## config.mk

```make
export PLATFORM = sky130hd
export DESIGN_NAME = kgno_ram
export DESIGN_NICKNAME = d
export VERILOG_FILES = /design/src/hw/rtl/kgno_ram.sv
export SDC_FILE = /design/constraint.sdc
export NUM_CORES = 1
export LEC_CHECK = 0
export ABC_CLOCK_PERIOD_IN_PS = 4600
export BUFFER_PORTS_ARGS = -buffer_cell sky130_fd_sc_hd__buf_2
export CELL_PAD_IN_SITES_DETAIL_PLACEMENT = 1
export CELL_PAD_IN_SITES_GLOBAL_PLACEMENT = 2
export CORE_UTILIZATION = 30
export DETAILED_ROUTE_END_ITERATION = 6
export PLACE_DENSITY_LB_ADDON = 0.1
export SYNTH_ARGS = -nofsm -noshare
export SYNTH_HDL_FRONTEND = slang
export SYNTH_SLANG_ARGS = --single-unit
```

## constraint.sdc

```tcl
create_clock -name i_clk -period 4.6 [get_ports i_clk]
set_input_delay 0.46 -clock i_clk [delete_from_list [all_inputs] [get_ports i_clk]]
set_output_delay 0.46 -clock i_clk [all_outputs]
set_load 0.05 [all_outputs]
```

## src/hw/rtl/kgno_ram.sv

```systemverilog
// generic simple dual-port ram with registered read
module kgno_ram #(
    parameter int WIDTH = 8,
    parameter int DEPTH = 16
) (
    input  logic                     i_clk,
    input  logic                     i_we,
    input  logic [$clog2(DEPTH)-1:0] i_waddr,
    input  logic [WIDTH-1:0]         i_wdata,
    input  logic [$clog2(DEPTH)-1:0] i_raddr,
    output logic [WIDTH-1:0]         o_rdata
);
    logic [WIDTH-1:0] r_mem [DEPTH];
    logic [WIDTH-1:0] r_rdata;

    always_ff @(posedge i_clk) begin
        if (i_we) begin
            r_mem[i_waddr] <= i_wdata;
        end
        r_rdata <= r_mem[i_raddr];
    end

    assign o_rdata = r_rdata;
endmodule

```

==> impl_metrics.toml <==
[run_status]
status = "finished clean"

[worst_setup_path]
crit_type = "in -> reg"
reg2reg_from = "r_mem[1][2]"
crit_path_start = "i_raddr[0]"
worst_setup_path_end_kind = "register"
worst-r2r-cell-count = 3
path_cells = "buf_2, buf_4, mux4_1, a22oi_1, nand2_1"
cp.depth = 5
slowest_delay_ns = 0.60
slowest_stage = "mux4_1"
reg2reg_slack_ns = 3.24
cp-start-kind = "primary input"
regToRegEndpoint = "o_rdata[2]"
cp.arrival_ns = 2.30
crit_path_end = "o_rdata[0]"
crit_family = "buffers and inverters"
required_ns = 4.90
cp_max_fo = 19
critPathBufInv = 2

[logic_synthesis]
syn-instance-count = 229
ys_ff_latch = 136
synth-async-reset-ratio_pct = 0
netlist.area_leader.share_pct = 74.7
synth.cell_area_sq_um = 5150
synthFlopType = "edfxtp_1"
ys_top_cells_by_area = "edfxtp_1 (75%), mux4_2 (7.9%), mux4_1 (7.1%)"
syn_nets = 247
syn_area_per_cell_sq_um = 22.5
yosysTopAreaCell = "edfxtp_1"
synth_edf_count = 128
seq_area_frac_synth_pct = 77.8
ys_warn_count = 0
synthDistinctLibCells = 19

[route]
detail_route.wirelength_mm = 12.4
post-route-drc-count = 0
vias = 2457
dr.pass1.iters = 4
postRouteAntennaNets = 0
avgViaCountPerCell = 4.85
drt_iter0_drc = 287
wl_per_cell_um = 24.4

[timing]
hold_viol = 0
worst_slew_pin_slew_ns = 1.16
slew_headroom_pct = 22.7
final.min_clock_period_ns = 2.00
drv_slew = 0
fin_skew_ns = 0.00408
fin_crit_sh_pct = 43.4
setup-tns-final_ns = 0
setup_slack_ns = 2.60
rsz0062_at_grt = "no"
fmax_ghz = 0.500
setup_viol = 0

[cts]
cts_tree = "done"
postCtsHoldBufs = 0
h-tree-depth = 4
post_cts_resized = 0
cts_root_buffer = "clkbuf_16"
cts.clk_slew.worst_paths_ns = 0.06
cts_setup_buffers = 0
cts_max_path_buffers = 2
clkSinkCount = 136
clkLatencyLatePin_ns = 0.41
cts_buffers = 17

[grt]
grt_max_degree = 33
grtUsageMet1_pct = 21.5
grtUsageTotal_pct = 15.3
antenna_found_initial = 0
use_met3_pct = 3.83
grt_pass1_vias = 2582
grt_pass1_wl_mm = 18.0
met2_usage_pct = 22.4
grt_overflow = 0
busiest_layer = "met2"

[floorplanning]
num_rows = 47
initial_core_util_pct = 30.9
die_h_um = 133
core_sq_um = 16600
ios = 26
dieArea_sq_um = 17700
dieWidth_um = 133

[placement]
placed_cells = 475
port_buffers = 25
dp_slack_ns = 2.10
gp_congestion = 0.661
dp_hpwl_mm = 7.46

[pwr]
irDropWorstVdd_mv = 0.260
finalPower_mw = 2.91
power_density_nw_per_um2 = 473
leakage_nw = 2.03

[cells_and_area]
nNetsFinal = 292
diodes = 0
fin_cells = 507
area_delta_synth_final_pct = 19.4
final_core_util_pct = 36.9
final_common_cell = "edfxtp_1"
layout_common_cells = "edfxtp_1 (128), buf_2 (25), mux4_2 (18), clkbuf_16 (17), a22oi_1 (16)"
drive_above_1_share_pct = 30.3

[worst_hold_path]
hp-class = "in -> reg"

[job]
maxCapViolations = 0
## cells by family (layout without fill, tap and decap cells)
logic type,count (synthesis),in the layout,share of synthesized area (%)
compound gates,16,16,2.33
simple gates,35,35,3.18
mux,32,32,15.0
buf+inv,10,68,1.68
flops,136,136,77.8
## cells in the mapped netlist, types with 2 or more instances
| cell type | n |
|---|---|
| edfxtp_1 | 128 |
| nand3b_1 | 2 |
| nand2_1 | 9 |
| clkdlybuf4s25_2 | 3 |
| a22oi_1 | 16 |
| dfxtp_1 | 8 |
| mux4_1 | 14 |
| nand2b_1 | 2 |
| buf_6 | 3 |
| nor3_1 | 4 |
| buf_2 | 3 |
| nor2_1 | 13 |
| mux4_2 | 18 |
## worst register-to-register path, delay by kind of cell, from the launching register on
| kind | cells | cell delay [ns] |
|---|---|---|
| AOI/OAI and AO/OA | 1 | 0.25 |
| DFF | 1 | 0.38 |
| muxes | 1 | 0.52 |
| and+or+nand+nor | 1 | 0.10 |
## layer usage
metal  vias up  wire (um)
li1       1065          -
met1      1320       6070
met2        54       5650
met3        18        400
met4         0        242
met5         -          0
## per-stage QoR
stage / hold WS [ns] / area, sq um
finish: 0.418 / 6150
global placement: 0.663 / 5540
detailed placement: 0.659 / 5540
CTS: 0.401 / 6150
global route: 0.413 / 6150
floorplan: 0.559 / 5150
## where the power goes
group | total [mW] | leakage, nW | internal, mW | switching [mW]
sequential | 1.39 | 1.22 | 1.39 | 0.00907
combinational | 0.155 | 0.529 | 0.0516 | 0.104
clock | 1.36 | 0.274 | 0.851 | 0.508
total | 2.91 | 2.03 | 2.29 | 0.621
## flip-flops by register name, indices dropped and copies added (netlist names)
register,cells
o_rdata,8
r_mem,128
## worst min path at each step
stage | startpoint | cells past startpoint | end | slack [ns]
4_1_cts | i_wdata[0] | 1 | r_mem[14][0] | 0.40
6_report | i_wdata[0] | 1 | r_mem[14][0] | 0.42
3_5_place_dp | r_mem[14][6] | 3 | o_rdata[6] | 0.66
5_1_grt | i_wdata[0] | 1 | r_mem[14][0] | 0.41
2_1_floorplan | i_wdata[0] | 0 | r_mem[0][0] | 0.56
3_3_place_gp | r_mem[13][6] | 3 | o_rdata[6] | 0.66
## layout make-up
cell class / instances / area (sq um)
fillers: 1599 / 10500
clock buffers: 17 / 425
repair buffers: 36 / 208
well taps: 220 / 275
flip-flops and latches: 136 / 4000
clock inverters: 15 / 179
multi-input cells: 83 / 1060
Power figures use the tool's default switching activity.
